--- config.mk ---
export PLATFORM = sky130hd
export DESIGN_NAME = minute_second_clock_with_set_keys
export DESIGN_NICKNAME = d
export VERILOG_FILES = /design/src/design/msc_pkg.sv /design/src/design/minute_second_clock_with_set_keys.sv /design/src/design/msc_cfg.sv /design/src/design/msc_timebase.sv /design/src/design/msc_display.sv /design/src/design/msc_time.sv
export SDC_FILE = /design/constraint.sdc
export NUM_CORES = 1
export LEC_CHECK = 0
export ABC_CLOCK_PERIOD_IN_PS = 5000
export BUFFER_PORTS_ARGS = -buffer_cell sky130_fd_sc_hd__buf_2
export CAP_MARGIN = 40
export CORE_MARGIN = 1.5
export CORE_UTILIZATION = 54
export CTS_BUF_LIST = sky130_fd_sc_hd__clkbuf_4
export DETAILED_ROUTE_END_ITERATION = 6
export PLACE_DENSITY_LB_ADDON = 0.15
export SETUP_SLACK_MARGIN = 0.1
export SLEW_MARGIN = 20
export SYNTH_ARGS = -nofsm -noshare
export SYNTH_HDL_FRONTEND = slang
export SYNTH_SLANG_ARGS = --single-unit
--- constraint.sdc ---
create_clock -name i_clk -period 5 [get_ports i_clk]
set_input_delay 0.25 -clock i_clk [delete_from_list [all_inputs] [get_ports i_clk]]
set_output_delay 0.25 -clock i_clk [all_outputs]
set_load 0.03 [all_outputs]
--- src/design/msc_pkg.sv ---
`timescale 1ns / 1ps
// ----------------------------------------------------------------------------
// msc_pkg
// Shared types, constants and small decode functions of the minutes:seconds
// clock: register map, display codes and seven-segment patterns.
// ----------------------------------------------------------------------------
package msc_pkg;

    // Configuration register map (byte addresses, 4 bytes apart).
    localparam int unsigned AddrWidth = 3;
    localparam logic RegShortReload = 1'b0;
    localparam logic RegLongReload  = 1'b1;

    // Reset values of the configuration and the time.
    localparam logic [15:0] ShortReloadReset = 16'd200;
    localparam logic [15:0] LongReloadReset  = 16'd1000;
    localparam logic [5:0]  TimeReset        = 6'd58;
    localparam logic [6:0]  WrapLimit        = 7'd60;

    // Display scan places.
    localparam logic [2:0] PlaceMinTens = 3'd0;
    localparam logic [2:0] PlaceMinOnes = 3'd1;
    localparam logic [2:0] PlaceDash    = 3'd2;
    localparam logic [2:0] PlaceSecTens = 3'd3;
    localparam logic [2:0] PlaceSecOnes = 3'd4;

    // Place selects and the dash pattern.
    localparam logic [4:0] SelMinTens = 5'h01;
    localparam logic [4:0] SelMinOnes = 5'h02;
    localparam logic [4:0] SelDash    = 5'h04;
    localparam logic [4:0] SelSecTens = 5'h08;
    localparam logic [4:0] SelSecOnes = 5'h10;
    localparam logic [7:0] DashPattern = 8'h40;

    // Divider flags handed from the time base to the time keeper.
    typedef struct packed {
        logic short_flag;
        logic long_flag;
    } t_flags;

    // What the display scanner drives in one pass.
    typedef struct packed {
        logic [7:0] segments;
        logic [4:0] digit_select;
        logic       display_valid;
    } t_disp;

    // One result item.
    typedef struct packed {
        logic [5:0] minutes;
        logic [5:0] seconds;
        t_disp      disp;
    } t_result;

    // Seven-segment pattern of a decimal digit, bit 0 is segment a.
    function automatic logic [7:0] seg_pattern(input logic [3:0] d);
        logic [7:0] p;
        case (d)
            4'd0:    p = 8'h3f;
            4'd1:    p = 8'h06;
            4'd2:    p = 8'h5b;
            4'd3:    p = 8'h4f;
            4'd4:    p = 8'h66;
            4'd5:    p = 8'h6d;
            4'd6:    p = 8'h7d;
            4'd7:    p = 8'h07;
            4'd8:    p = 8'h7f;
            4'd9:    p = 8'h6f;
            default: p = 8'h00;
        endcase
        return p;
    endfunction

    // Tens digit of a value below 60, by a row of compares.
    function automatic logic [3:0] tens_of(input logic [5:0] v);
        logic [3:0] t;
        if (v >= 6'd50)      t = 4'd5;
        else if (v >= 6'd40) t = 4'd4;
        else if (v >= 6'd30) t = 4'd3;
        else if (v >= 6'd20) t = 4'd2;
        else if (v >= 6'd10) t = 4'd1;
        else                 t = 4'd0;
        return t;
    endfunction

    // Ones digit of a value below 60.
    function automatic logic [3:0] ones_of(input logic [5:0] v);
        logic [5:0] tens_x10;
        logic [5:0] rem;
        tens_x10 = {2'b00, tens_of(v)} * 6'd10;
        rem      = v - tens_x10;
        return rem[3:0];
    endfunction

endpackage

--- src/design/minute_second_clock_with_set_keys.sv ---
`timescale 1ns / 1ps
// An accepted request's result is registered in the output register or the skid.
// One request per cycle when not stalled; all state updates on acceptance.
// A two-entry output stage (result register plus skid) lets input run while
// the result side stalls; the input stalls only when both entries are full.
// Reset (synchronous, active low) sets the time to 58:58, clears dividers,
// flags, key state and scan position, and loads reloads of 200 and 1000.
// ----------------------------------------------------------------------------
// minute_second_clock_with_set_keys
// Minutes:seconds clock with two set keys and a five-place scanned display.
// ----------------------------------------------------------------------------
module minute_second_clock_with_set_keys
    import msc_pkg::*;
(
    input  logic                 i_clk,
    input  logic                 i_rst_n,
    input  logic                 i_valid,
    output logic                 o_stall,
    input  logic                 i_mode,
    input  logic                 i_key_one_down,
    input  logic                 i_key_two_down,
    output logic                 o_valid,
    input  logic                 i_stall,
    output logic [5:0]           o_minutes,
    output logic [5:0]           o_seconds,
    output logic [7:0]           o_segments,
    output logic [4:0]           o_digit_select,
    output logic                 o_display_valid,
    input  logic                 psel,
    input  logic                 penable,
    input  logic                 pwrite,
    input  logic [AddrWidth-1:0] paddr,
    input  logic [31:0]          pwdata,
    output logic [31:0]          prdata,
    output logic                 pready
);

    logic        in_take, out_take;
    logic        tick, pass;
    logic [15:0] short_reload, long_reload;
    t_flags      flags;
    logic [5:0]  minutes_cur, seconds_cur, minutes_next, seconds_next;
    t_disp       disp;
    t_result     new_result;
    t_result     r_out, n_out;
    t_result     r_skid, n_skid;
    logic        r_out_valid, n_out_valid;
    logic        r_skid_valid, n_skid_valid;

    // Request handshakes.
    assign o_stall  = r_skid_valid;
    assign in_take  = i_valid & ~r_skid_valid;
    assign out_take = r_out_valid & ~i_stall;
    assign tick     = in_take & ~i_mode;
    assign pass     = in_take & i_mode;

    msc_cfg u_cfg (
        .i_clk          (i_clk),
        .i_rst_n        (i_rst_n),
        .psel           (psel),
        .penable        (penable),
        .pwrite         (pwrite),
        .paddr          (paddr),
        .pwdata         (pwdata),
        .prdata         (prdata),
        .pready         (pready),
        .o_short_reload (short_reload),
        .o_long_reload  (long_reload)
    );

    msc_timebase u_timebase (
        .i_clk          (i_clk),
        .i_rst_n        (i_rst_n),
        .i_tick         (tick),
        .i_pass         (pass),
        .i_short_reload (short_reload),
        .i_long_reload  (long_reload),
        .o_flags        (flags)
    );

    msc_time u_time (
        .i_clk          (i_clk),
        .i_rst_n        (i_rst_n),
        .i_pass         (pass),
        .i_key_one      (i_key_one_down),
        .i_key_two      (i_key_two_down),
        .i_flags        (flags),
        .o_minutes_cur  (minutes_cur),
        .o_seconds_cur  (seconds_cur),
        .o_minutes_next (minutes_next),
        .o_seconds_next (seconds_next)
    );

    msc_display u_display (
        .i_clk     (i_clk),
        .i_rst_n   (i_rst_n),
        .i_pass    (pass),
        .i_minutes (minutes_cur),
        .i_seconds (seconds_cur),
        .o_disp    (disp)
    );

    // Result of the request taken this cycle.
    assign new_result.minutes = minutes_next;
    assign new_result.seconds = seconds_next;
    assign new_result.disp    = disp;

    // Output register with a skid entry behind it.
    always_comb begin
        n_out        = r_out;
        n_skid       = r_skid;
        n_out_valid  = r_out_valid;
        n_skid_valid = r_skid_valid;
        if (!r_out_valid || out_take) begin
            if (r_skid_valid) begin
                n_out        = r_skid;
                n_out_valid  = 1'b1;
                n_skid_valid = 1'b0;
            end else begin
                n_out       = new_result;
                n_out_valid = in_take;
            end
        end else if (in_take) begin
            n_skid       = new_result;
            n_skid_valid = 1'b1;
        end
    end

    always_ff @(posedge i_clk) begin
        if (!i_rst_n) begin
            r_out_valid  <= 1'b0;
            r_skid_valid <= 1'b0;
        end else begin
            r_out_valid  <= n_out_valid;
            r_skid_valid <= n_skid_valid;
        end
    end

    always_ff @(posedge i_clk) begin
        r_out  <= n_out;
        r_skid <= n_skid;
    end

    assign o_valid         = r_out_valid;
    assign o_minutes       = r_out.minutes;
    assign o_seconds       = r_out.seconds;
    assign o_segments      = r_out.disp.segments;
    assign o_digit_select  = r_out.disp.digit_select;
    assign o_display_valid = r_out.disp.display_valid;

endmodule

--- src/design/msc_cfg.sv ---
`timescale 1ns / 1ps
// ----------------------------------------------------------------------------
// msc_cfg
// APB-style register file holding the two divider reload values.
// ----------------------------------------------------------------------------
module msc_cfg
    import msc_pkg::*;
(
    input  logic                 i_clk,
    input  logic                 i_rst_n,
    input  logic                 psel,
    input  logic                 penable,
    input  logic                 pwrite,
    input  logic [AddrWidth-1:0] paddr,
    input  logic [31:0]          pwdata,
    output logic [31:0]          prdata,
    output logic                 pready,
    output logic [15:0]          o_short_reload,
    output logic [15:0]          o_long_reload
);

    logic [15:0] r_short_reload;
    logic [15:0] r_long_reload;
    logic        wr_req;
    logic        reg_sel;

    // The register index sits in bit 2 of the byte address.
    assign reg_sel = paddr[2];
    assign wr_req  = psel & penable & pwrite & pready;
    assign pready  = 1'b1;

    // Register writes.
    always_ff @(posedge i_clk) begin
        if (!i_rst_n) begin
            r_short_reload <= ShortReloadReset;
            r_long_reload  <= LongReloadReset;
        end else if (wr_req) begin
            if (reg_sel == RegShortReload) begin
                r_short_reload <= pwdata[15:0];
            end else begin
                r_long_reload <= pwdata[15:0];
            end
        end
    end

    // Read back.
    always_comb begin
        if (reg_sel == RegShortReload) begin
            prdata = {16'h0000, r_short_reload};
        end else begin
            prdata = {16'h0000, r_long_reload};
        end
    end

    assign o_short_reload = r_short_reload;
    assign o_long_reload  = r_long_reload;

endmodule

--- src/design/msc_timebase.sv ---
`timescale 1ns / 1ps
// ----------------------------------------------------------------------------
// msc_timebase
// Two reload-when-zero down counters. Each raises its flag when it reaches
// zero on a tick; a loop pass consumes both flags.
// ----------------------------------------------------------------------------
module msc_timebase
    import msc_pkg::*;
(
    input  logic        i_clk,
    input  logic        i_rst_n,
    input  logic        i_tick,
    input  logic        i_pass,
    input  logic [15:0] i_short_reload,
    input  logic [15:0] i_long_reload,
    output t_flags      o_flags
);

    logic [15:0] r_short_count, n_short_count;
    logic [15:0] r_long_count,  n_long_count;
    t_flags      r_flags, n_flags;

    // Next counter and flag values.
    always_comb begin
        n_short_count = r_short_count;
        n_long_count  = r_long_count;
        n_flags       = r_flags;
        if (i_tick) begin
            if (r_short_count == 16'd0) begin
                n_short_count      = i_short_reload;
                n_flags.short_flag = 1'b1;
            end else begin
                n_short_count = r_short_count - 16'd1;
            end
            if (r_long_count == 16'd0) begin
                n_long_count      = i_long_reload;
                n_flags.long_flag = 1'b1;
            end else begin
                n_long_count = r_long_count - 16'd1;
            end
        end else if (i_pass) begin
            n_flags = '0;
        end
    end

    always_ff @(posedge i_clk) begin
        if (!i_rst_n) begin
            r_short_count <= '0;
            r_long_count  <= '0;
            r_flags       <= '0;
        end else begin
            r_short_count <= n_short_count;
            r_long_count  <= n_long_count;
            r_flags       <= n_flags;
        end
    end

    assign o_flags = r_flags;

endmodule

--- src/design/msc_display.sv ---
`timescale 1ns / 1ps
// ----------------------------------------------------------------------------
// msc_display
// Five-place display scanner. The first place takes a snapshot of the time
// as four digits; later places show the stored digits.
// ----------------------------------------------------------------------------
module msc_display
    import msc_pkg::*;
(
    input  logic       i_clk,
    input  logic       i_rst_n,
    input  logic       i_pass,
    input  logic [5:0] i_minutes,
    input  logic [5:0] i_seconds,
    output t_disp      o_disp
);

    logic [2:0] r_place, n_place;
    logic [3:0] r_dig_min_ones, n_dig_min_ones;
    logic [3:0] r_dig_sec_tens, n_dig_sec_tens;
    logic [3:0] r_dig_sec_ones, n_dig_sec_ones;

    // Place decode and snapshot.
    always_comb begin
        n_place        = r_place;
        n_dig_min_ones = r_dig_min_ones;
        n_dig_sec_tens = r_dig_sec_tens;
        n_dig_sec_ones = r_dig_sec_ones;
        o_disp         = '0;
        if (i_pass) begin
            o_disp.display_valid = 1'b1;
            case (r_place)
                PlaceMinOnes: begin
                    o_disp.segments     = seg_pattern(r_dig_min_ones);
                    o_disp.digit_select = SelMinOnes;
                    n_place             = PlaceDash;
                end
                PlaceDash: begin
                    o_disp.segments     = DashPattern;
                    o_disp.digit_select = SelDash;
                    n_place             = PlaceSecTens;
                end
                PlaceSecTens: begin
                    o_disp.segments     = seg_pattern(r_dig_sec_tens);
                    o_disp.digit_select = SelSecTens;
                    n_place             = PlaceSecOnes;
                end
                PlaceSecOnes: begin
                    o_disp.segments     = seg_pattern(r_dig_sec_ones);
                    o_disp.digit_select = SelSecOnes;
                    n_place             = PlaceMinTens;
                end
                default: begin
                    // Restart: show minute tens and keep the other digits.
                    o_disp.segments     = seg_pattern(tens_of(i_minutes));
                    o_disp.digit_select = SelMinTens;
                    n_dig_min_ones      = ones_of(i_minutes);
                    n_dig_sec_tens      = tens_of(i_seconds);
                    n_dig_sec_ones      = ones_of(i_seconds);
                    n_place             = PlaceMinOnes;
                end
            endcase
        end
    end

    always_ff @(posedge i_clk) begin
        if (!i_rst_n) begin
            r_place <= PlaceMinTens;
        end else begin
            r_place <= n_place;
        end
    end

    // Snapshot digits need no reset: they are loaded before they are shown.
    always_ff @(posedge i_clk) begin
        r_dig_min_ones <= n_dig_min_ones;
        r_dig_sec_tens <= n_dig_sec_tens;
        r_dig_sec_ones <= n_dig_sec_ones;
    end

endmodule

--- src/design/msc_time.sv ---
`timescale 1ns / 1ps
// ----------------------------------------------------------------------------
// msc_time
// Time keeper: minute and second counters, key hold tracking, seconds flag,
// auto-repeat while a key is held, step on release and wrap at sixty.
// ----------------------------------------------------------------------------
module msc_time
    import msc_pkg::*;
(
    input  logic       i_clk,
    input  logic       i_rst_n,
    input  logic       i_pass,
    input  logic       i_key_one,
    input  logic       i_key_two,
    input  t_flags     i_flags,
    output logic [5:0] o_minutes_cur,
    output logic [5:0] o_seconds_cur,
    output logic [5:0] o_minutes_next,
    output logic [5:0] o_seconds_next
);

    logic [5:0] r_minutes, n_minutes;
    logic [5:0] r_seconds, n_seconds;
    logic       r_key_one_held, n_key_one_held;
    logic       r_key_two_held, n_key_two_held;
    logic       sec_by_flag, sec_by_repeat, sec_by_release;
    logic       min_by_repeat, min_by_release;
    logic [6:0] sec_sum, min_sum, min_carried;
    logic       sec_wrap;

    // Increment sources for this pass.
    assign sec_by_flag    = i_flags.long_flag & ~r_key_one_held & ~r_key_two_held;
    assign sec_by_repeat  = i_flags.short_flag & r_key_one_held;
    assign sec_by_release = r_key_one_held & ~i_key_one;
    assign min_by_repeat  = i_flags.short_flag & r_key_two_held;
    assign min_by_release = r_key_two_held & ~i_key_two;

    // Sums and wrap at sixty, seconds carrying one minute.
    assign sec_sum     = 7'(r_seconds) + 7'(sec_by_flag) + 7'(sec_by_repeat)
                       + 7'(sec_by_release);
    assign min_sum     = 7'(r_minutes) + 7'(min_by_repeat) + 7'(min_by_release);
    assign sec_wrap    = sec_sum >= WrapLimit;
    assign min_carried = min_sum + 7'(sec_wrap);

    always_comb begin
        n_minutes      = r_minutes;
        n_seconds      = r_seconds;
        n_key_one_held = r_key_one_held;
        n_key_two_held = r_key_two_held;
        if (i_pass) begin
            n_seconds      = sec_wrap ? 6'd0 : sec_sum[5:0];
            n_minutes      = (min_carried >= WrapLimit) ? 6'd0 : min_carried[5:0];
            n_key_one_held = i_key_one;
            n_key_two_held = i_key_two;
        end
    end

    always_ff @(posedge i_clk) begin
        if (!i_rst_n) begin
            r_minutes      <= TimeReset;
            r_seconds      <= TimeReset;
            r_key_one_held <= 1'b0;
            r_key_two_held <= 1'b0;
        end else begin
            r_minutes      <= n_minutes;
            r_seconds      <= n_seconds;
            r_key_one_held <= n_key_one_held;
            r_key_two_held <= n_key_two_held;
        end
    end

    assign o_minutes_cur  = r_minutes;
    assign o_seconds_cur  = r_seconds;
    assign o_minutes_next = n_minutes;
    assign o_seconds_next = n_seconds;

endmodule

==> Word level (Yosys, flattened, before mapping) <==
Memory sizes are Yosys's and may differ from the RTL's. A register that Yosys moved wholly into a read port is not among the register bits.
Index checks and enable logic that the tools add are counted.
{ "op_classes": {"addsub": 10, "n_mul": 2, "order_cmp": 12, "eq_ne": 6, "mux": 33, "n_bitwise": 23, "n_reduce_logical": 13} }
{ "ops": {"columns": ["cell", "n"], "rows": [
  ["two-way mux 4 bit", 15],
  ["one-hot mux 13 bit (4 select lines)", 1],
  ["two-way mux 16 bit", 3],
  ["logical NOT 16 bit", 2],
  ["subtractor 16 x 1 -> 16 bit, second input constant", 2],
  ["adder 7 x 1 -> 7 bit", 4],
  ["two-way mux 26 bit", 1],
  [">= comparator 6 x 5 -> 1 bit, second input constant", 4],
  [">= comparator 6 bit, second input constant", 4],
  ["two-way mux 6 bit", 4],
  ["adder 6 x 1 -> 7 bit", 2],
  [">= comparator 7 x 6 -> 1 bit, second input constant", 2],
  ["two-way mux 14 bit", 1],
  ["bitwise AND 1 bit", 12],
  [">= comparator 6 x 4 -> 1 bit, second input constant", 2],
  ["one-hot mux 3 bit (4 select lines)", 1],
  ["AND reduction 2 bit", 6],
  ["NOT 1 bit", 11],
  ["multiplier 4 x 3 -> 3 bit, second input constant", 2],
  ["subtractor 4 bit", 2],
  ["equality test 3 x 2 -> 1 bit, second input constant", 2],
  ["two-way mux 1 bit", 5],
  ["two-way mux 2 bit", 2],
  ["inequality test 2 x 1 -> 1 bit, second input constant", 2],
  ["other kinds (7)", 7]
]} }
{ "word_totals": {"reg_bits": 149, "romBits": 448, "inputBits": 45, "out_inout_bits": 61, "memories": 4} }
{ "memory_table": {"columns": ["name", "words", "word_bits", "rd", "rd_ports_with_merged_regs", "wr", "line_no", "source"], "rows": [
  ["(no name shown)", 16, 7, 1, 1, 0, "msc_pkg.sv:58", "case (d)"],
  ["(no name shown)", 16, 7, 1, 1, 0, "msc_pkg.sv:58", null],
  ["(no name shown)", 16, 7, 1, 1, 0, "msc_pkg.sv:58", null],
  ["(no name shown)", 16, 7, 1, 0, 0, "msc_pkg.sv:58", null]
]} }

==> Depth between registers and ports, before layout <==
Gate-level depths: netlist (run 1).
{ "logic_depth": {"word_depth": 12, "mapped_depth": 18, "ltp_nobuf": 16} }

==> By module <==
Synthesis (run 1) repeated with hierarchy kept, for this count alone.
{ "hier_totals": {"cells_unflattened": 966, "area_unflattened_um2": 9587.9} }
{ "by_module_without_submodules": {"columns": ["mod", "instances", "cells_per_inst", "area_per_inst_um2", "seq_area_each_um2"], "rows": [
  ["msc_display", 1, 289, 2571.2, 810.8],
  ["msc_timebase", 1, 270, 2158.3, 680.7],
  ["minute_second_clock_with_set_keys", 1, 92, 2068.2, 1601.5],
  ["msc_cfg", 1, 164, 1611.5, 640.6],
  ["msc_time", 1, 151, 1178.6, 280.3]
]} }

==> Worst setup path after synthesis (run 1) <==
Ideal clock, no wire load.
{ "synth_path": {"path_kind": "reg-to-reg", "startpoint": "reg u_time.r_key_one_held", "endpoint": "reg r_out, in the netlist o_minutes[5] (data pin)", "setup_time_ns": 0.260, "arrival_ns": 4.231, "required_ns": 4.740, "setup_slack_ns": 0.509, "path_stages_with_launch": 19, "n_path_buf": 2, "period_less_slack_ns": 4.491, "path_cell_list": "dfxtp_1 -> nor2b_1 -> fa_1 -> ha_1 -> fa_1 -> clkbuf_1 -> nor2_1 -> a32oi_1 -> or2_2 -> fa_1 -> inv_1 -> ha_1 -> fa_1 -> clkbuf_1 -> inv_1 -> a21oi_1 -> o21ai_0 -> o41ai_1 -> mux2_2"} }
{ "synth_via": {"elab_chain_cells": 12} }
{ "synth_lines": {"columns": ["element", "line_no", "source"], "rows": [
  ["start: declaration", "msc_time.sv:24", "logic r_key_one_held, n_key_one_held;"],
  ["start signal: assignment", "msc_time.sv:67", "r_key_one_held <= n_key_one_held;"],
  ["NOT 1 bit", "msc_time.sv:32", "assign sec_by_flag = i_flags.long_flag & ~r_key_one_held & ~r_key_two_held;"],
  ["bitwise AND 1 bit (2 in series)", "msc_time.sv:32", null],
  ["adder 6 x 1 -> 7 bit", "msc_time.sv:39", "assign sec_sum = 7'(r_seconds) + 7'(sec_by_flag) + 7'(sec_by_repeat)"],
  ["adder 7 x 1 -> 7 bit", "msc_time.sv:39", null],
  ["adder 7 x 1 -> 7 bit *", "msc_time.sv:40", "+ 7'(sec_by_release);"],
  [">= comparator 7 x 6 -> 1 bit *", "msc_time.sv:42", "assign sec_wrap = sec_sum >= WrapLimit;"],
  ["adder 7 x 1 -> 7 bit *", "msc_time.sv:43", "assign min_carried = min_sum + 7'(sec_wrap);"],
  [">= comparator 7 x 6 -> 1 bit", "msc_time.sv:52", "n_minutes = (min_carried >= WrapLimit) ? 6'd0 : min_carried[5:0];"],
  ["two-way mux 6 bit *", "msc_time.sv:52", null],
  ["two-way mux 6 bit *", "msc_time.sv:50", "if (i_pass) begin"],
  ["via minutes_next[5]", "minute_second_clock_with_set_keys.sv:42", "logic [5:0] minutes_cur, seconds_cur, minutes_next, seconds_next;"],
  ["two-way mux 26 bit *", "minute_second_clock_with_set_keys.sv:115", "if (r_skid_valid) begin"],
  ["end signal: assignment", "minute_second_clock_with_set_keys.sv:140", "r_out <= n_out;"],
  ["end: declaration", "minute_second_clock_with_set_keys.sv:45", "t_result r_out, n_out;"]
]} }
Mark *: on every way through the listed nets, which the timed path passes. The rest lies on a longest branch.
A chain may end at the register's enable or synchronous reset.

==> Worst setup path after layout (run 1) <==
{ "layout_path": {"startpoint": "reg u_time.r_key_one_held", "endpoint": "reg r_out, in the netlist o_minutes[3] (data pin)"} }
The elaborated chain is that of the path after synthesis.

==> out/qor.csv, run 1 <==
metric,value,unit
synth_cells,948,
critical_path_class,reg2reg,
route.detailed.drc,0,
num_vias,7080,
grt_pass1_vias,6576,
vdd_ir_drop_max,0.366,mV
place.gp.congestion,0.853,
cts_tree,built,
htree_levels,4,
synth_area_per_cell,9.30,um^2
antennaDiodeCount,0,
power_frac_clock,22.0,%
die_height,131,um
p_sw,1.49,mW
startpoint,u_time.r_key_one_held,
leakage,4.09,nW
rsz0062_at_grt,no,
combinationalPowerShare,35.4,%
worstMarginPinSlew,0.836,ns
synth_edf_count,61,
clock-sinks,167,
switching_share,37.4,%
ios,106,
min_path_type,in2reg,
dieArea,17100,um^2
path_max_fanout,9,
synth-simple-area-share,17.7,%
final-setup-viol-count,0,
cpPeakStageDelay,0.45,ns
fin_area,9800,um^2
critical_path.cell_chain,nor2b_1 > fa_1 > ha_1 > fa_1 > buf_4 > a21o_1 > a32oi_1 > or2_2 > fa_1 > inv_1 > ha_1 > fa_2 > nand3_1 > a221o_1 > nand2_1 > o41ai_1 > mux2_2,
grt_util_all_layers,25.0,%
initial_core_util,55.3,%
nFillCells,1429,
grt_busiest_layer,met2,
cpMostUsedCell,fa_1,
arrival,4.96,ns
met2_usage,42.9,%
dp_hpwl,14200,um
p_int,2.49,mW
placed_cell_area,9280,um^2
r2r_end,o_minutes[3],
dpl_worst_slack,0.362,ns
relSlewSlack,43.8,%
grt-ovfl-total,0,
netlist_area,8820,um^2
core_area,15900,um^2
avgViaCountPerCell,5.70,
crit_end,o_minutes[3],
hold_viol,0,
finalCritPeriodShare,92.2,%
synth_xor_area_share,0.695,%
drt-initial-drc-count,386,
finalMaxSlewViolations,0,
root_buffer,clkbuf_4,
total_power,3.98,mW
p_seq_share,42.6,%
die_w,131,um
synth_top_family_by_area,compound AO/OA/AOI/OAI gates,
ys.flop_type,dfxtp_1,
syn2layout_area_growth,11.1,%
met1_usage,31.5,%
path_buf_inv,2,
critPathTopFamily,adder cells,
clockBufferDepth,2,
wire_per_inst,16.3,um
hold_start,penable,
ys_ff_latch,167,
start_kind,flop,
synthMuxAreaShare,6.33,%
fmax,217,MHz
clk_pin_slew,0.13,ns
worst-path-stages,17,
numCtsBuffers,17,
grt_pass1_wl,32900,um
powerDensity,407,nW/um^2
tns,0,ns
antenna_found_initial,0,
r2r_slack,0.39,ns
dr.pass1.iters,5,
port_buffers,69,
setup_ws,0.392,ns
rows,46,
use_met3,5.54,%
cp.required,5.35,ns
cp-end-kind,flop,
synth_cell_type_count,79,
outcome,"complete, no violations",
drive_gt1_share,16.7,%
synth_fa_ha_area_share,6.16,%
synth_compound_area_share,18.7,%
ant_nets,0,
crit-reg2reg-launch,u_time.r_key_one_held,
clock_latency,0.59,ns
yosysWarnings,0,
reg2reg_depth,17,
maxCapViolCount,0,
routed_wl,20300,um
synthArstFlopShare,0,%
nNetsFinal,1098,
cts_setup_buffers,0,
ys_seq_area_share,44.8,%
clock_skew,0.0201,ns
grt_max_degree,42,
slowest_stage,fa_1,
fin_crit,4.61,ns
-- tightest hold or removal path: stages --
cell and delay [ns]:
buf_2 0.10, nand3_1 0.09, nor2_1 0.13, nand2_1 0.10
a21oi_1 0.05
-- worst min-delay path by stage --
| stage | cells past startpoint | to | slack [ns] |
|---|---|---|---|
| after detailed placement | 2 | u_cfg.o_long_reload[13] | 0.47 |
| after global routing | 2 | u_time.o_seconds_cur[3] | 0.16 |
| after floorplan | 2 | u_cfg.o_long_reload[3] | 0.37 |
| after global placement | 2 | u_cfg.o_long_reload[0] | 0.46 |
| after CTS | 4 | u_timebase.r_short_count[1] | 0.1 |
| final | 5 | u_cfg.o_short_reload[8] | 0.18 |
-- kinds of logic (layout without fill, tap and decap cells) --
family	Yosys count	in the layout
mux	52	52
simple gates	325	325
flops	167	167
xor+xnor	7	7
compound gates	245	245
other cells	2	18
buf+inv	110	173
fa+ha+maj	40	40
-- metal layers --
metal	up-vias	wire length, um	part of all wire (%)
met4	0	434	2.1
li1	3534	-	-
met1	3309	8910	44
met5	-	0	0
met2	206	10000	49
met3	31	976	4.8
-- placed cells by master (no fill, tap or decap), types with 6 or more instances in the layout --
| cell type | n |
|---|---|
| nand2_1 | 134 |
| dfxtp_1 | 106 |
| a21oi_1 | 72 |
| buf_2 | 69 |
| edfxtp_1 | 61 |
| nor2_1 | 51 |
| inv_1 | 37 |
| nand3_1 | 34 |
| ha_1 | 33 |
| o21ai_0 | 32 |
| mux2_2 | 30 |
| mux2i_1 | 22 |
| clkbuf_4 | 19 |
| dlygate4sd3_1 | 19 |
| nor3_1 | 18 |
| conb_1 | 18 |
| a21o_1 | 17 |
| a31oi_1 | 16 |
| or3_1 | 13 |
| o21a_1 | 11 |
| and2_1 | 11 |
| a211oi_1 | 9 |
| or2_2 | 9 |
| buf_4 | 9 |
| nand2b_1 | 8 |
| o211ai_1 | 8 |
| o22ai_1 | 7 |
| nand4_1 | 7 |
| a21boi_0 | 6 |
| a2bb2oi_1 | 6 |
| nor4_1 | 6 |
-- metrics by stage --
| stage | cells | util (%) | hold slack [ns] |
|---|---|---|---|
| after floorplan | 964 | - | 0.374 |
| after global placement | 1187 | 57.9 | 0.458 |
| after detailed placement | 1191 | 58.2 | 0.467 |
| after CTS | 1242 | 61.4 | 0.0977 |
| after global routing | 1243 | 61.5 | 0.162 |
| final | 1243 | 61.5 | 0.178 |
-- cells in the mapped netlist, types with 4 or more instances --
master     instances  area [um^2]
nand2_1          134          503
dfxtp_1          106         2120
a21oi_1           72          360
edfxtp_1          61         1830
nor2_1            51          191
clkbuf_1          44          165
inv_1             37          139
nand3_1           34          170
ha_1              33          413
o21ai_0           32          160
mux2_2            30          338
mux2i_1           22          220
buf_4             18          135
nor3_1            18         90.1
a21o_1            17          128
a31oi_1           16          100
or3_1             13         81.3
and2_1            11         68.8
o21a_1            11         82.6
a211oi_1           9         67.6
or2_2              9         56.3
nand2b_1           8         50.1
o211ai_1           8         60.1
nand4_1            7         43.8
o22ai_1            7         43.8
a21boi_0           6         45.0
a2bb2oi_1          6         52.6
fa_1               6          120
nor3b_1            6         45.0
nor4_1             6         37.5
a22o_1             5         43.8
nor2b_1            5         31.3
o31ai_1            5         37.5
or3b_2             5         43.8
a22oi_1            4         30.0
buf_2              4         20.0
o221a_2            4         45.0
o32ai_1            4         35.0
or4_1              4         30.0
xnor2_1            4         35.0
-- power groups by stage --
stage	logic, mW	clock network, mW	registers, mW
after global routing	1.57	0.954	1.72
after floorplan	1.09	0	1.72
after detailed placement	1.38	0	1.72
after CTS	1.40	0.896	1.69
final	1.41	0.878	1.70
after global placement	1.36	0	1.72
-- cell type report --
type | instances | area [um^2] | share of cell area (%)
Sequential cell | 167 | 3950 | 40.3
Tap cell | 216 | 270 | 2.76
Clock inverter | 13 | 176 | 1.80
Multi-Input combinational cell | 687 | 4450 | 45.4
Inverter | 41 | 154 | 1.57
Clock buffer | 19 | 143 | 1.46
Timing Repair Buffer | 100 | 649 | 6.63
-- repair_timing --
action	in CTS	in global routing
hold buffers	19	0
resized for setup	0	1
setup endpoints to repair	0	4
hold endpoints to repair	35	0
Power figures use the tool's default switching activity.
==> run 2: changes to the inputs <==
--- a/config.mk
+++ b/config.mk
@@ -17,4 +17,5 @@
 export SLEW_MARGIN = 20
 export SYNTH_ARGS = -nofsm -noshare
 export SYNTH_HDL_FRONTEND = slang
+export SYNTH_HIERARCHICAL = 1
 export SYNTH_SLANG_ARGS = --single-unit
==> run 2 against run 1 <==
  * Setup slack lost 0.22 ns
  * Area after synthesis grew 8.7%
  * Total power shrank 5.9%
  * Fmax shrank 4.5%
  * Non-clock buffer count grew 5
  * Sequential share of layout area shrank 1.9 points
  * Global-route usage shrank 2.6 points
  * Register-to-register slack lost 0.22 ns
  * Wire length is essentially flat
  * Hold slack lost 0.022 ns
  * Clock skew is essentially flat
  * Largest cell class unchanged
  * Largest power group unchanged
==> out/qor.csv, run 2 <==
metric,value,unit
outcome,"complete, no violations",
route.detailed.drc,0,
die_height,136,um
ys_seq_area_share,41.9,%
wire_per_inst,16.0,um
regArea,4020,um^2
rsz0062_at_grt,yes,
leakage,4.23,nW
initial_core_util,55.4,%
routed_wl,20300,um
dr.pass1.iters,5,
relSlewSlack,41.8,%
syn2layout_area_growth,9.11,%
grt_pass1_vias,6453,
maxCapViolCount,0,
finalMaxSlewViolations,0,
met1_usage,33.5,%
grt_max_degree,67,
r2r_end,o_minutes[1],
synth_cells,966,
ys_ff_latch,169,
ios,106,
clock_skew,0.0204,ns
critical_path.cell_chain,nor2_2 > nand2_1 > fa_1 > inv_2 > ha_4 > fa_2 > nand2b_4 > or3_4 > a21oi_4 > inv_2 > fa_1 > inv_1 > ha_2 > fa_2 > or3b_1 > mux2_4 > a21oi_4 > o21ai_2 > mux2_4,
hold_viol,0,
use_met3,4.25,%
met2_usage,33.2,%
path_buf_inv,3,
arrival,5.15,ns
cp.required,5.32,ns
antenna_found_initial,1,
numCtsBuffers,17,
clock_latency,0.57,ns
num_vias,7250,
drt-initial-drc-count,527,
clockBufferDepth,2,
final_cell_mix,"103 x dfxtp_1, 94 x nand2_1, 70 x buf_2, 63 x edfxtp_1, 59 x mux2i_1",
slowest_stage,fa_1,
final-setup-viol-count,0,
core_area,17300,um^2
yosysTopAreaCellShare,22.1,%
cp-end-kind,flop,
synth_edf_count,63,
start_kind,flop,
layout_commonest_cell,dfxtp_1,
fin_area,10500,um^2
avgViaCountPerCell,5.72,
finalCritPeriodShare,96.5,%
nFillCells,1458,
grt_pass1_wl,32700,um
ant_nets,0,
die_w,136,um
min_path_type,in2reg,
grt_busiest_layer,met1,
yosysMostFrequentCell,dfxtp_1,
root_buffer,clkbuf_4,
fin_crit,4.83,ns
total_power,3.75,mW
yosysWarnings,6,
synthArstFlopShare,0,%
synth_area_leaders,"dfxtp_1 22%, edfxtp_1 20%, mux2i_1 6.2%",
placed_cell_area,9920,um^2
grt_util_all_layers,22.4,%
crit-reg2reg-launch,u_time/r_key_two_held,
dieArea,18600,um^2
drive_gt1_share,20.4,%
reg2reg_depth,19,
vdd_ir_drop_max,0.248,mV
worstMarginPinSlew,0.862,ns
tns,0,ns
cts_tree,built,
dp_hpwl,14100,um
clock-sinks,169,
fmax,207,MHz
synth_cell_type_count,88,
startpoint,u_time/r_key_two_held,
grt-ovfl-total,0,
worst-path-stages,19,
crit_end,o_minutes[1],
ys.flop_type,dfxtp_1,
critical_path_class,reg2reg,
r2r_slack,0.17,ns
powerDensity,359,nW/um^2
port_buffers,70,
yosys-top-cells-count,"106 x dfxtp_1, 94 x nand2_1, 63 x edfxtp_1, 59 x mux2i_1, 53 x inv_1",
path_max_fanout,4,
critPathTopFamily,adder cells,
clk_pin_slew,0.14,ns
yosys.area.top_type,dfxtp_1,
rows,48,
place.gp.congestion,0.839,
netlist_area,9590,um^2
synth_area_per_cell,9.93,um^2
nNetsFinal,1109,
multi_input_area,4980,um^2
htree_levels,4,
cpPeakStageDelay,0.49,ns
==> run 2: logic make-up (layout without fill, tap and decap cells) <==
family | Yosys count | after routing | synth area share [%]
DFF | 169 | 169 | 41.9
xor gates and xnor gates | 5 | 5 | 0.457
other | 3 | 19 | 0.117
adders and majority gates | 37 | 37 | 5.27
and+or+nand+nor | 302 | 302 | 16.8
buffers and inverters | 132 | 192 | 7.28
muxes | 113 | 113 | 13.8
AOI/OAI and AO/OA | 205 | 205 | 14.5
==> run 2: stage by stage <==
| stage | setup WS, ns | util [%] | std cells | hold slack [ns] |
|---|---|---|---|---|
| global route | -0.00347 | 60.5 | 1267 | 0.121 |
| floorplan | 0.126 | - | 981 | 0.368 |
| CTS | 0.174 | 60.1 | 1262 | 0.0986 |
| global placement | 0.263 | 57.2 | 1209 | 0.434 |
| detailed placement | 0.223 | 57.3 | 1211 | 0.455 |
| finish | 0.173 | 60.5 | 1267 | 0.156 |
==> run 2: worst min-delay path by stage <==
stage                                  startpoint                           to  cells past startpoint
after floorplan                           i_rst_n         u_display/r_place[2]                      1
after global placement    u_time/o_seconds_cur[0]  u_display/r_dig_sec_ones[0]                      0
after detailed placement  u_time/o_seconds_cur[0]  u_display/r_dig_sec_ones[0]                      0
after CTS                                 i_rst_n      u_time/o_minutes_cur[5]                      2
after global routing                      i_rst_n      u_time/o_minutes_cur[5]                      2
final                                     i_rst_n      u_time/o_minutes_cur[3]                      2
==> run 2: report_power, final <==
part | switching (mW) | internal (mW)
combinational | 0.743 | 0.495
sequential | 0.133 | 1.56
clock | 0.477 | 0.346
==> run 2: final cells by class <==
cell class,count,area share (%)
multi-input combinational,680,47.6
sequential,169,38.4
timing repair buffer,105,6.53
tap,225,2.69
inverter,55,2.00
clock inverter,14,1.47
clock buffer,18,1.29
antenna,1,0.0239
==> run 2: what timing repair did <==
action / CTS / global route
endpoints found under the hold margin: 36 / 0
hold buffers: 19 / 0
resized for setup: 0 / 8
buffers inserted: 0 / 3
setup endpoints to repair: 0 / 3
==> run 2: per-layer routing <==
layer / wire length [um] / up-vias
met3: 909 / 14
met1: 10300 / 3439
li1: - / 3606
met2: 8900 / 191
met5: 0 / -
met4: 195 / 0
